`src/sv/ctd_pkg.sv`:
```
// ============================================================================
// ctd_pkg
// Shared types and constants for the chunked transfer decoder.
// ============================================================================
package ctd_pkg;

    // Input beat: one raw body byte with its end-of-body mark.
    typedef struct packed {
        logic [7:0] body_byte;
        logic       last_byte;
    } t_in_item;

    // Result beat.
    typedef struct packed {
        logic [7:0] data_byte;
        logic       has_data;
        logic       end_of_body;
        logic [2:0] end_status;
    } t_out_item;

    // End status codes
    localparam logic [2:0] ST_RUNNING     = 3'd0;
    localparam logic [2:0] ST_FINAL_CHUNK = 3'd1;
    localparam logic [2:0] ST_BAD_SIZE    = 3'd2;
    localparam logic [2:0] ST_OVERFLOW    = 3'd3;
    localparam logic [2:0] ST_END_BETWEEN = 3'd4;
    localparam logic [2:0] ST_END_INSIDE  = 3'd5;

    // Framing characters
    localparam logic [7:0] CH_CR  = 8'h0D;
    localparam logic [7:0] CH_LF  = 8'h0A;
    localparam logic [7:0] CH_SP  = 8'h20;
    localparam logic [7:0] CH_TAB = 8'h09;

    // Register map: 32-bit words, paddr[2] picks the word; word 0 holds the mode
    localparam int         CFG_ADDR_W       = 3;
    localparam logic       REG_CHUNKED_MODE = 1'b0;

endpackage

```
`src/sv/chunked_transfer_decoder.sv`:
```
// ============================================================================
// chunked_transfer_decoder
// HTTP chunked transfer decoder for message body bytes, one byte per beat.
// ============================================================================
// Takes one body byte per beat and returns at most one result beat for it.
// Throughput is one byte per clock while the result side is not stalled.
// An accepted input beat waits in the input register; the decode step then
// writes the result register. The decode step is a small framing FSM with a
// SIZE_BITS-wide chunk counter, updated once per byte, so bytes can follow
// each other on every cycle. Bytes that produce no result (size line, CRLF,
// bytes after the body closed) are absorbed without waiting on the output.
// A stalled result is held in the output register while the next byte is
// still accepted into the input register. Write chunked_mode (address 0)
// only while the block is idle; there is no clearing pass after reset.
// ============================================================================
module chunked_transfer_decoder
    import ctd_pkg::*;
#(
    parameter int SIZE_BITS = 32
) (
    input  logic                  i_clk,
    input  logic                  i_rst_n,

    // input byte beats
    input  logic                  i_in_valid,
    output logic                  o_in_stall,
    input  t_in_item              i_in_item,

    // result beats
    output logic                  o_out_valid,
    input  logic                  i_out_stall,
    output t_out_item             o_out_item,

    // configuration port
    input  logic                  psel,
    input  logic                  penable,
    input  logic                  pwrite,
    input  logic [CFG_ADDR_W-1:0] paddr,
    input  logic [31:0]           pwdata,
    output logic [31:0]           prdata,
    output logic                  pready
);

    logic      r_chunked_mode;
    logic      cfg_wr;

    logic      q_valid;
    t_in_item  q_item;
    logic      adv;
    logic      emit;
    t_out_item res;
    logic      out_free;

    // ---- configuration register ----
    // Zero-wait port; only word 0 holds a register, others read as zero.
    assign pready = 1'b1;
    assign cfg_wr = psel && penable && pwrite && (paddr[2] == REG_CHUNKED_MODE);

    always_ff @(posedge i_clk) begin
        if (!i_rst_n) begin
            r_chunked_mode <= 1'b1;
        end else if (cfg_wr) begin
            r_chunked_mode <= pwdata[0];
        end
    end

    assign prdata = (paddr[2] == REG_CHUNKED_MODE) ? {31'd0, r_chunked_mode} : 32'd0;

    // ---- datapath ----
    // Advance the held byte when it makes no result, or when the result
    // register is empty or being drained this cycle.
    assign adv = q_valid && (!emit || out_free);

    ctd_in_stage u_in_stage (
        .i_clk   (i_clk),
        .i_rst_n (i_rst_n),
        .i_valid (i_in_valid),
        .o_stall (o_in_stall),
        .i_item  (i_in_item),
        .i_adv   (adv),
        .o_valid (q_valid),
        .o_item  (q_item)
    );

    ctd_core #(
        .SIZE_BITS (SIZE_BITS)
    ) u_core (
        .i_clk   (i_clk),
        .i_rst_n (i_rst_n),
        .i_mode  (r_chunked_mode),
        .i_adv   (adv),
        .i_item  (q_item),
        .o_emit  (emit),
        .o_res   (res)
    );

    ctd_out_stage u_out_stage (
        .i_clk   (i_clk),
        .i_rst_n (i_rst_n),
        .i_load  (adv && emit),
        .i_res   (res),
        .o_free  (out_free),
        .o_valid (o_out_valid),
        .i_stall (i_out_stall),
        .o_item  (o_out_item)
    );

endmodule

```
`src/sv/ctd_in_stage.sv`:
```
// ============================================================================
// ctd_in_stage
// Input register: holds one accepted beat until the decode step takes it.
// ============================================================================
module ctd_in_stage
    import ctd_pkg::*;
(
    input  logic     i_clk,
    input  logic     i_rst_n,
    input  logic     i_valid,
    output logic     o_stall,
    input  t_in_item i_item,
    input  logic     i_adv,
    output logic     o_valid,
    output t_in_item o_item
);

    logic     r_valid;
    logic     n_valid;
    t_in_item r_item;
    logic     load;

    assign o_stall = r_valid && !i_adv;
    assign load    = i_valid && !o_stall;

    always_comb begin
        if (load) begin
            n_valid = 1'b1;
        end else if (i_adv) begin
            n_valid = 1'b0;
        end else begin
            n_valid = r_valid;
        end
    end

    always_ff @(posedge i_clk) begin
        if (!i_rst_n) begin
            r_valid <= 1'b0;
        end else begin
            r_valid <= n_valid;
        end
    end

    always_ff @(posedge i_clk) begin
        if (load) begin
            r_item <= i_item;
        end
    end

    assign o_valid = r_valid;
    assign o_item  = r_item;

endmodule

```
`src/sv/ctd_core.sv`:
```
// ============================================================================
// ctd_core
// Framing state and the per-byte decode step: size line, data, trailing CRLF.
// ============================================================================
module ctd_core
    import ctd_pkg::*;
#(
    parameter int SIZE_BITS = 32
) (
    input  logic      i_clk,
    input  logic      i_rst_n,
    input  logic      i_mode,
    input  logic      i_adv,
    input  t_in_item  i_item,
    output logic      o_emit,
    output t_out_item o_res
);

    typedef enum logic [6:0] {
        PH_SIZE     = 7'b0000001,
        PH_EXT      = 7'b0000010,
        PH_SIZE_LF  = 7'b0000100,
        PH_DATA     = 7'b0001000,
        PH_TRAIL_CR = 7'b0010000,
        PH_TRAIL_LF = 7'b0100000,
        PH_DONE     = 7'b1000000
    } t_phase;

    t_phase               r_phase;
    t_phase               n_phase;
    logic [SIZE_BITS-1:0] r_count;
    logic [SIZE_BITS-1:0] n_count;
    logic                 r_seen;
    logic                 n_seen;

    logic [7:0]           b;
    logic                 is_hex;
    logic [3:0]           nib;

    // size-line byte outcome
    t_phase               sl_phase;
    logic [SIZE_BITS-1:0] sl_count;
    logic                 sl_seen;
    logic [2:0]           sl_st;

    logic [SIZE_BITS-1:0] dec_count;
    logic [7:0]           data;
    logic                 has;
    logic                 fin;
    logic [2:0]           st;
    logic                 quiet;

    assign b = i_item.body_byte;

    // hex digit decode
    always_comb begin
        is_hex = 1'b1;
        nib    = 4'd0;
        if (b inside {[8'h30:8'h39]}) begin
            nib = 4'(b - 8'h30);
        end else if (b inside {[8'h61:8'h66]}) begin
            nib = 4'(b - 8'h57);
        end else if (b inside {[8'h41:8'h46]}) begin
            nib = 4'(b - 8'h37);
        end else begin
            is_hex = 1'b0;
        end
    end

    // one byte of the size-gathering part of a line
    always_comb begin
        sl_phase = PH_SIZE;
        sl_count = r_count;
        sl_seen  = r_seen;
        sl_st    = ST_RUNNING;
        if (is_hex) begin
            if (|r_count[SIZE_BITS-1 -: 4]) begin
                sl_st = ST_OVERFLOW;
            end else begin
                sl_count = {r_count[SIZE_BITS-5:0], nib};
                sl_seen  = 1'b1;
            end
        end else if ((b == CH_SP || b == CH_TAB) && !r_seen) begin
            sl_phase = PH_SIZE;
        end else if (b == CH_CR) begin
            sl_phase = PH_SIZE_LF;
        end else begin
            sl_phase = PH_EXT;
        end
    end

    assign dec_count = (r_count != '0) ? r_count - SIZE_BITS'(1) : r_count;

    always_comb begin
        n_phase = r_phase;
        n_count = r_count;
        n_seen  = r_seen;
        data    = 8'd0;
        has     = 1'b0;
        fin     = 1'b0;
        st      = ST_RUNNING;
        quiet   = 1'b0;

        if (!i_mode) begin
            has  = 1'b1;
            data = b;
            if (i_item.last_byte) begin
                fin = 1'b1;
                st  = ST_END_INSIDE;
            end
        end else begin
            case (r_phase)
                PH_DONE: begin
                    quiet = 1'b1;
                end
                PH_DATA: begin
                    data    = b;
                    has     = 1'b1;
                    n_count = dec_count;
                    if (dec_count == '0) begin
                        n_phase = PH_TRAIL_CR;
                        n_seen  = 1'b0;
                    end
                end
                PH_TRAIL_CR: begin
                    if (b == CH_CR) begin
                        n_phase = PH_TRAIL_LF;
                    end else begin
                        n_phase = sl_phase;
                        n_count = sl_count;
                        n_seen  = sl_seen;
                        st      = sl_st;
                    end
                end
                PH_TRAIL_LF: begin
                    if (b == CH_LF) begin
                        n_phase = PH_SIZE;
                    end else begin
                        n_phase = sl_phase;
                        n_count = sl_count;
                        n_seen  = sl_seen;
                        st      = sl_st;
                    end
                end
                PH_EXT: begin
                    if (b == CH_CR) begin
                        n_phase = PH_SIZE_LF;
                    end
                end
                PH_SIZE_LF: begin
                    if (b == CH_LF) begin
                        if (!r_seen) begin
                            st = ST_BAD_SIZE;
                        end else if (r_count == '0) begin
                            st = ST_FINAL_CHUNK;
                        end else begin
                            n_phase = PH_DATA;
                            n_seen  = 1'b0;
                        end
                    end else if (b != CH_CR) begin
                        n_phase = PH_EXT;
                    end
                end
                default: begin
                    n_phase = sl_phase;
                    n_count = sl_count;
                    n_seen  = sl_seen;
                    st      = sl_st;
                end
            endcase

            if (!quiet) begin
                if (st != ST_RUNNING) begin
                    fin     = 1'b1;
                    n_phase = PH_DONE;
                end
                // body cut short by the end mark
                if (i_item.last_byte && !fin) begin
                    fin = 1'b1;
                    st  = (n_phase == PH_DATA) ? ST_END_INSIDE : ST_END_BETWEEN;
                end
            end
        end

        // end mark always returns to the start of a new body
        if (i_item.last_byte) begin
            n_phase = PH_SIZE;
            n_count = '0;
            n_seen  = 1'b0;
        end
    end

    always_ff @(posedge i_clk) begin
        if (!i_rst_n) begin
            r_phase <= PH_SIZE;
            r_count <= '0;
            r_seen  <= 1'b0;
        end else if (i_adv) begin
            r_phase <= n_phase;
            r_count <= n_count;
            r_seen  <= n_seen;
        end
    end

    assign o_emit            = has || fin;
    assign o_res.data_byte   = data;
    assign o_res.has_data    = has;
    assign o_res.end_of_body = fin;
    assign o_res.end_status  = st;

endmodule

```
`src/sv/ctd_out_stage.sv`:
```
// ============================================================================
// ctd_out_stage
// Result register: holds one result beat until the sink takes it.
// ============================================================================
module ctd_out_stage
    import ctd_pkg::*;
(
    input  logic      i_clk,
    input  logic      i_rst_n,
    input  logic      i_load,
    input  t_out_item i_res,
    output logic      o_free,
    output logic      o_valid,
    input  logic      i_stall,
    output t_out_item o_item
);

    logic      r_valid;
    logic      n_valid;
    t_out_item r_item;

    assign o_free = !r_valid || !i_stall;

    always_comb begin
        if (i_load) begin
            n_valid = 1'b1;
        end else if (r_valid && !i_stall) begin
            n_valid = 1'b0;
        end else begin
            n_valid = r_valid;
        end
    end

    always_ff @(posedge i_clk) begin
        if (!i_rst_n) begin
            r_valid <= 1'b0;
        end else begin
            r_valid <= n_valid;
        end
    end

    always_ff @(posedge i_clk) begin
        if (i_load) begin
            r_item <= i_res;
        end
    end

    assign o_valid = r_valid;
    assign o_item  = r_item;

endmodule

```
`config.mk`:
```
export PLATFORM = sky130hd
export DESIGN_NAME = chunked_transfer_decoder
export DESIGN_NICKNAME = d
export VERILOG_FILES = /design/src/sv/ctd_pkg.sv /design/src/sv/chunked_transfer_decoder.sv /design/src/sv/ctd_in_stage.sv /design/src/sv/ctd_core.sv /design/src/sv/ctd_out_stage.sv
export SDC_FILE = /design/constraint.sdc
export NUM_CORES = 1
export LEC_CHECK = 0
export BUFFER_PORTS_ARGS = -buffer_cell sky130_fd_sc_hd__buf_2
export CELL_PAD_IN_SITES_DETAIL_PLACEMENT = 1
export CELL_PAD_IN_SITES_GLOBAL_PLACEMENT = 2
export CORE_MARGIN = 10
export CORE_UTILIZATION = 32
export DETAILED_ROUTE_END_ITERATION = 7
export GPL_TIMING_DRIVEN = 0
export PLACE_DENSITY = 0.83
export SETUP_SLACK_MARGIN = 0.5
export SLEW_MARGIN = 30
export SYNTH_ARGS = -nofsm -noshare
export SYNTH_HDL_FRONTEND = slang
export SYNTH_SLANG_ARGS = --single-unit
export TNS_END_PERCENT = 10
```
`constraint.sdc`:
```
create_clock -name i_clk -period 3.6 [get_ports i_clk]
set_input_delay 0.72 -clock i_clk [delete_from_list [all_inputs] [get_ports i_clk]]
set_output_delay 0.72 -clock i_clk [all_outputs]
set_load 0.05 [all_outputs]
```
## Word-level counts from Yosys, hierarchy flattened

Cells that the tools add are included.

| word-level totals | value |
|---|---|
| bits in registers | 65 |
| input port bits | 51 |
| output and inout bits | 48 |
| logic and storage cells | 154 |

| operators by class | value |
|---|---|
| add/sub/neg operators | 4 |
| $lt $le $gt $ge | 6 |
| eq/ne operators | 18 |
| multiplexer cells | 75 |
| bitwise gates (word level) | 1 |
| reduce and logical (&&, ||, !) cells | 38 |

Operator list:

| kind | count |
|---|---|
| 32-bit 2-to-1 mux | 7 |
| 32-bit case mux with 4 select lines | 1 |
| 7-bit 2-to-1 mux | 16 |
| 32-bit zero test | 2 |
| 7-bit case mux with 6 select lines | 1 |
| 3-bit 2-to-1 mux | 11 |
| 32-bit nonzero test | 1 |
| 32-bit by 1-bit subtractor with 32-bit output (second input constant) | 1 |
| 1-bit 2-to-1 mux | 31 |
| 8-bit by 4-bit equality test with 1-bit output (second input constant) | 3 |
| 8-bit by 7-bit greater-or-equal comparator with 1-bit output (second input constant) | 2 |
| 8-bit by 7-bit less-or-equal comparator with 1-bit output (second input constant) | 2 |
| 8-bit 2-to-1 mux | 2 |
| 7-bit by 4-bit equality test with 1-bit output (second input constant) | 2 |
| 1-bit logical AND | 13 |
| 4-bit 2-to-1 mux | 3 |
| 3-bit case mux with 4 select lines | 1 |
| 8-bit by 6-bit equality test with 1-bit output (second input constant) | 1 |
| 8-bit by 6-bit greater-or-equal comparator with 1-bit output (second input constant) | 1 |
| 8-bit by 6-bit less-or-equal comparator with 1-bit output (second input constant) | 1 |
| 8-bit by 4-bit != test with 1-bit output (second input constant) | 1 |
| 4-bit by 3-bit subtractor with 4-bit output (second input constant) | 2 |
| 7-bit by 2-bit equality test with 1-bit output (second input constant) | 1 |
| 7-bit by 3-bit equality test with 1-bit output (second input constant) | 1 |
| other kinds (20) | 35 |

## Depth between registers and ports, before layout

| depth | value |
|---|---|
| depth after elaboration | 27 |
| depth in mapped cells | 12 |
| gate-level depth less buffers | 10 |

## Hierarchy

From an unflattened synthesis, not the netlist that was laid out.

| unflattened totals | value |
|---|---|
| cell total of the unflattened synthesis | 584 |
| area total of the unflattened synthesis | 4603.2 um^2 |

Modules (own cells, without submodules):

| module | times used | cells an instance | area an instance (um^2) |
|---|---|---|---|
| ctd_core | 1 | 511 | 3522.1 |
| ctd_out_stage | 1 | 17 | 425.4 |
| chunked_transfer_decoder | 1 | 43 | 337.8 |
| ctd_in_stage | 1 | 13 | 317.8 |

## Least setup slack after synthesis

OpenSTA, ideal clock, no wires.

| path | value |
|---|---|
| path kind | reg2out |
| from | register u_in_stage.r_item (netlist bit u_in_stage.o_item[3]) |
| to | output o_in_stall |
| data arrival time | 2.945 ns |
| required time | 2.880 ns |
| path slack | -0.065 ns |
| stages on the path, launching flop included | 9 |
| cell sequence | edfxtp_1 buf_2 or4_4 or2_4 or2_1 o311a_1 a21boi_2 nand2_1 nor2_1 |

| between the ends | value |
|---|---|
| longest elaborated chain between the ends | 24 |
| elaborated cells between the ends (all ways) | 35 |
| those cells by class | order compare (6); eq/ne (2); mux (15); reduce/logical (12) |

Ends and longest elaborated chain:

| item | RTL line | source |
|---|---|---|
| start: declaration | ctd_in_stage.sv:20 | `t_in_item r_item;` |
| start signal: assignment | ctd_in_stage.sv:46 | `r_item <= i_item;` |
| 8-bit by 7-bit greater-or-equal comparator with 1-bit output / 8-bit by 7-bit less-or-equal comparator with 1-bit output (equally long branches) | ctd_core.sv:63 | `end else if (b inside {[8'h41:8'h46]}) begin` |
| 1-bit logical AND | ctd_core.sv:63 |  |
| 1-bit 2-to-1 mux | ctd_core.sv:63 |  |
| 1-bit 2-to-1 mux | ctd_core.sv:61 | `end else if (b inside {[8'h61:8'h66]}) begin` |
| 1-bit 2-to-1 mux | ctd_core.sv:59 | `if (b inside {[8'h30:8'h39]}) begin` |
| 3-bit 2-to-1 mux | ctd_core.sv:76 | `if (is_hex) begin` |
| 3-bit 2-to-1 mux (on tied branches) | ctd_core.sv:136, ctd_core.sv:126 |  |
| 3-bit case mux with 4 select lines * | ctd_core.sv:112 | `case (r_phase)` |
| [8 not listed] | -- |  |
| 1-bit 2-to-1 mux * | ctd_core.sv:172 | `if (!quiet) begin` |
| 1-bit 2-to-1 mux * | ctd_core.sv:104 | `if (!i_mode) begin` |
| 1-bit logical OR * | ctd_core.sv:205 | `assign o_emit = has \|\| fin;` |
| 1-bit zero test * | chunked_transfer_decoder.sv:72 | `assign adv = q_valid && (!emit \|\| out_free);` |
| 1-bit logical OR * | chunked_transfer_decoder.sv:72 |  |
| 1-bit logical AND * | chunked_transfer_decoder.sv:72 |  |
| 1-bit zero test * | ctd_in_stage.sv:23 | `assign o_stall = r_valid && !i_adv;` |
| 1-bit logical AND * | ctd_in_stage.sv:23 |  |
| end: declaration | chunked_transfer_decoder.sv:26 | `output logic o_in_stall,` |

Every way passes the cells marked *; elsewhere a longest branch is shown, timed or not. The select of a mux whose other input is x is not followed.

## Final worst setup path

Ends and elaborated chain as after synthesis.

==> summary.txt <==
Outcome
  – Status: finished clean

Placement
  – Post-Place Cells: 825
  – Port Buffers: 32
  – Area of placed instances: 5244 µm²
  – Gpl congestion: 0.9069
  – DP HPWL: 13,190 µm

Clock tree
  – Num CTS Buffers: 9
  – Clock sink count: 65
  – CTS clk-pin slew, worst paths: 0.06 ns
  – Clk_lat worst skew: 0.35 ns
  – Root Buffer: clkbuf_16
  – Max H-tree Level: 3
  – CTS tree: built
  – Clock tree buffer depth: 2

Timing
  – Post-layout min period: 3.522 ns
  – Worst clock skew: 0.005694 ns
  – Hold_ws: 0.5336 ns
  – Worst slew margin: 35.94%
  – Unrepaired setup endpoints after global routing: yes
  – Post-route setup TNS: 0 ns
  – Final hold violations: 0
  – Final count of pins violating max slew: 0
  – Fin crit share: 97.83%
  – Final setup fails: 0
  – Fmax: 283.9 MHz
  – Measured slew at the worst slew-check pin: 0.9574 ns

Worst setup path
  – CP Max Fanout: 9
  – Worst path arrival time: approximately 2.8 ns
  – Worst Setup Start Kind: flop
  – Worst reg-to-reg setup slack: 0.26 ns
  – Crit end category: output port
  – Crit Path Class: reg -> out
  – WP data required: around 2.9 ns

Finish
  – Layout cells sized above 1: 24.05%
  – Area grow syn2layout: 26.32%
  – Final core occ: 40.97%
  – # diodes: 0
  – Post-Layout Inst Area: 5909 µm²
  – Fillers: 1,766
  – Final non-filler cell total: 870
  – Nets: 738

Run
  – Max cap viols: 0

Floorplanning
  – Die Footprint: between 15,000 and 20,000 µm²
  – Die span in y: between 100 and 150 µm
  – Row cnt: 44
  – Chip width: 140.9 µm
  – Initial core utilization: 32.43%
  – Core ar.: around 14,000 µm²
  – I/O pin total: slightly below 100

Yosys
  – Unique cell type count in the Yosys netlist: roughly 80
  – FFs w/ async S/R, synth: 0%
  – Post-Synthesis Cells: ~580
  – Ys flop type: dfxtp_1
  – Simple-Gate Fraction of Synth Area: ~29%
  – Seq/Total Area, Yosys: 32.52%
  – Top-count cell post-synth: nand2_1
  – Avg Synthesized Cell Area: between 8 and 9 µm²
  – Post-synth EDFFs: 22
  – Post-Synth Adder-Cell Area: 1.605%
  – Share of cell area taken by muxes after synthesis: 1.337%
  – Ys Warns: 0
  – Synth area leader: dfxtp_1
  – XOR/XNOR Fraction of Synth Area: approximately 2.2%
  – Share of the synthesized area in the top cell type: 18.40%
  – Largest family of logic cells by synthesized area: simple AND/OR/NAND/NOR gates
  – Compound-Gate Fraction of Synth Area: roughly a quarter
  – FF+latch count, synth: 65
  – Most frequent cells after synthesis: nand2_1 (70), a21oi_1 (52), nor2_1 (44)
  – Synth Cell Area: 4678 µm²
  – Synth top area cells: dfxtp_1 (18%), edfxtp_1 (14%), buf_4 (5.6%)

Route
  – DRC viols: 0
  – Wire per inst: 21.12 µm
  – Final ANT Viol Nets: 0
  – Iter 0 DRT Violations: 409
  – Drt pass-1 iters: 6
  – Detailed Route WL: approximately 18,000 µm
  – Detailed-route via count: 5,012
  – Post-DR vias/cell: around 5.8

Global route
  – Gr usage total: 17.87%
  – GR Layer Usage met3: 3.359%
  – Grt ovf: 0
  – Largest net degree at the start of global routing: 14
  – First-pass GRT wire length: 28,350 µm
  – Met2 GRT Util: 29.98%
  – Initial antenna violation count: 0
  – Vias in the first global route: 5,002
  – Gr busiest metal: met2
  – Met1 usage: 21.63%

Power and ir drop
  – Total power per unit cell area: between 300 and 400 nW/µm²
  – Leak: 2.335 nW
  – Max VDD drop: 0.2355 mV

Min path
  – Worst Hold Class: reg -> reg
cell families after synthesis:
group           after synthesis
mux                           6
compound gates              168
other cells                   2
xor+xnor                     12
flops                        65
simple gates                244
fa+ha+maj                     6
buf+inv                      76
power breakdown:
part           internal (W)  leakage [nW]  switching (W)
Clock              0.000602         0.152       0.000356
Sequential         0.000775         0.560      0.0000186
Combinational      0.000153          1.62       0.000304
stage by stage:
stage               total power [W]  setup slack, ns
floorplan                  0.001112           0.4862
global placement           0.001205         -0.06755
detailed placement         0.001209          -0.1347
CTS                        0.002178          0.08460
global route               0.002283        -0.003629
finish                     0.002208          0.07804
critical path, cell delays in order, from the launching register on:
cell	delay (ns)
edfxtp_1	0.38
buf_6	0.15
or4_4	0.44
or2_4	0.29
or2_4	0.26
o311a_4	0.32
a21boi_2	0.17
nand2_2	0.11
nor2_4	0.16
buf_8	0.16
layout by cell type, fill, tap and decap left out, types with 6 or more instances in the layout:
| master | synthesis | layout |
|---|---|---|
| o31ai_1 | 6 | 6 |
| nor4_4 | 5 | 6 |
| clkbuf_16 | 0 | 9 |
| or3_1 | 12 | 12 |
| buf_4 | 35 | 65 |
| buf_2 | 4 | 34 |
| edfxtp_1 | 22 | 22 |
| nor3_1 | 24 | 22 |
| and2_1 | 9 | 9 |
| nor2_1 | 44 | 41 |
| conb_1 | 2 | 32 |
| nand2_1 | 70 | 69 |
| o21a_1 | 10 | 10 |
| clkbuf_1 | 22 | 21 |
| o22ai_1 | 7 | 7 |
| nand3_1 | 20 | 19 |
| o21ai_1 | 12 | 12 |
| or4_1 | 7 | 6 |
| nand4_1 | 7 | 7 |
| o21ai_0 | 21 | 21 |
| xnor2_1 | 9 | 9 |
| dfxtp_1 | 43 | 40 |
| inv_1 | 11 | 8 |
| a21oi_1 | 52 | 52 |
area by class of cell:
class	count	area [µm²]	area share (%)
Multi-Input combinational cell	468	2995	50.69
Sequential cell	65	1528	25.85
Buffer	64	409.1	6.924
Timing Repair Buffer	61	387.9	6.564
Tap cell	184	230.2	3.896
Clock buffer	10	229.0	3.875
Clock inverter	6	82.58	1.397
Inverter	12	47.55	0.8046
per-layer routing:
metal | wire length [µm] | vias to the layer above
met2 | 8892 | 210
met3 | 1217 | 42
met4 | 516 | 0
li1 | - | 2294
met5 | 0 | -
met1 | 7749 | 2466
what timing repair did:
item / 4_1_cts / 5_1_grt
setup endpoints to repair: 65 / 66
setup buffers: 8 / 21
pin swaps: 6 / 9
endpoints found under the hold margin: 0 / 0
hold buffers: 0 / 0
resized for setup: 6 / 32
worst paths after layout:
check | start | to | cells past startpoint
setup reg to reg | u_in_stage.o_item[1] | u_core.r_count[16] | 11
hold / removal | u_core.r_count[16] | u_core.r_count[16] | 2
hold reg to reg | u_core.r_count[16] | u_core.r_count[16] | 2
setup / recovery | u_in_stage.o_item[3] | o_in_stall | 9
registers in the layout (all words and copies together), names as in the netlist:
register             cells
u_core.r_phase           7
u_core.r_seen            1
u_out_stage.o_valid      1
u_out_stage.o_item      13
r_chunked_mode           1
u_in_stage.o_valid       1
u_core.r_count          32
u_in_stage.o_item        9
Note: power is estimated with default switching activity, not from simulation.
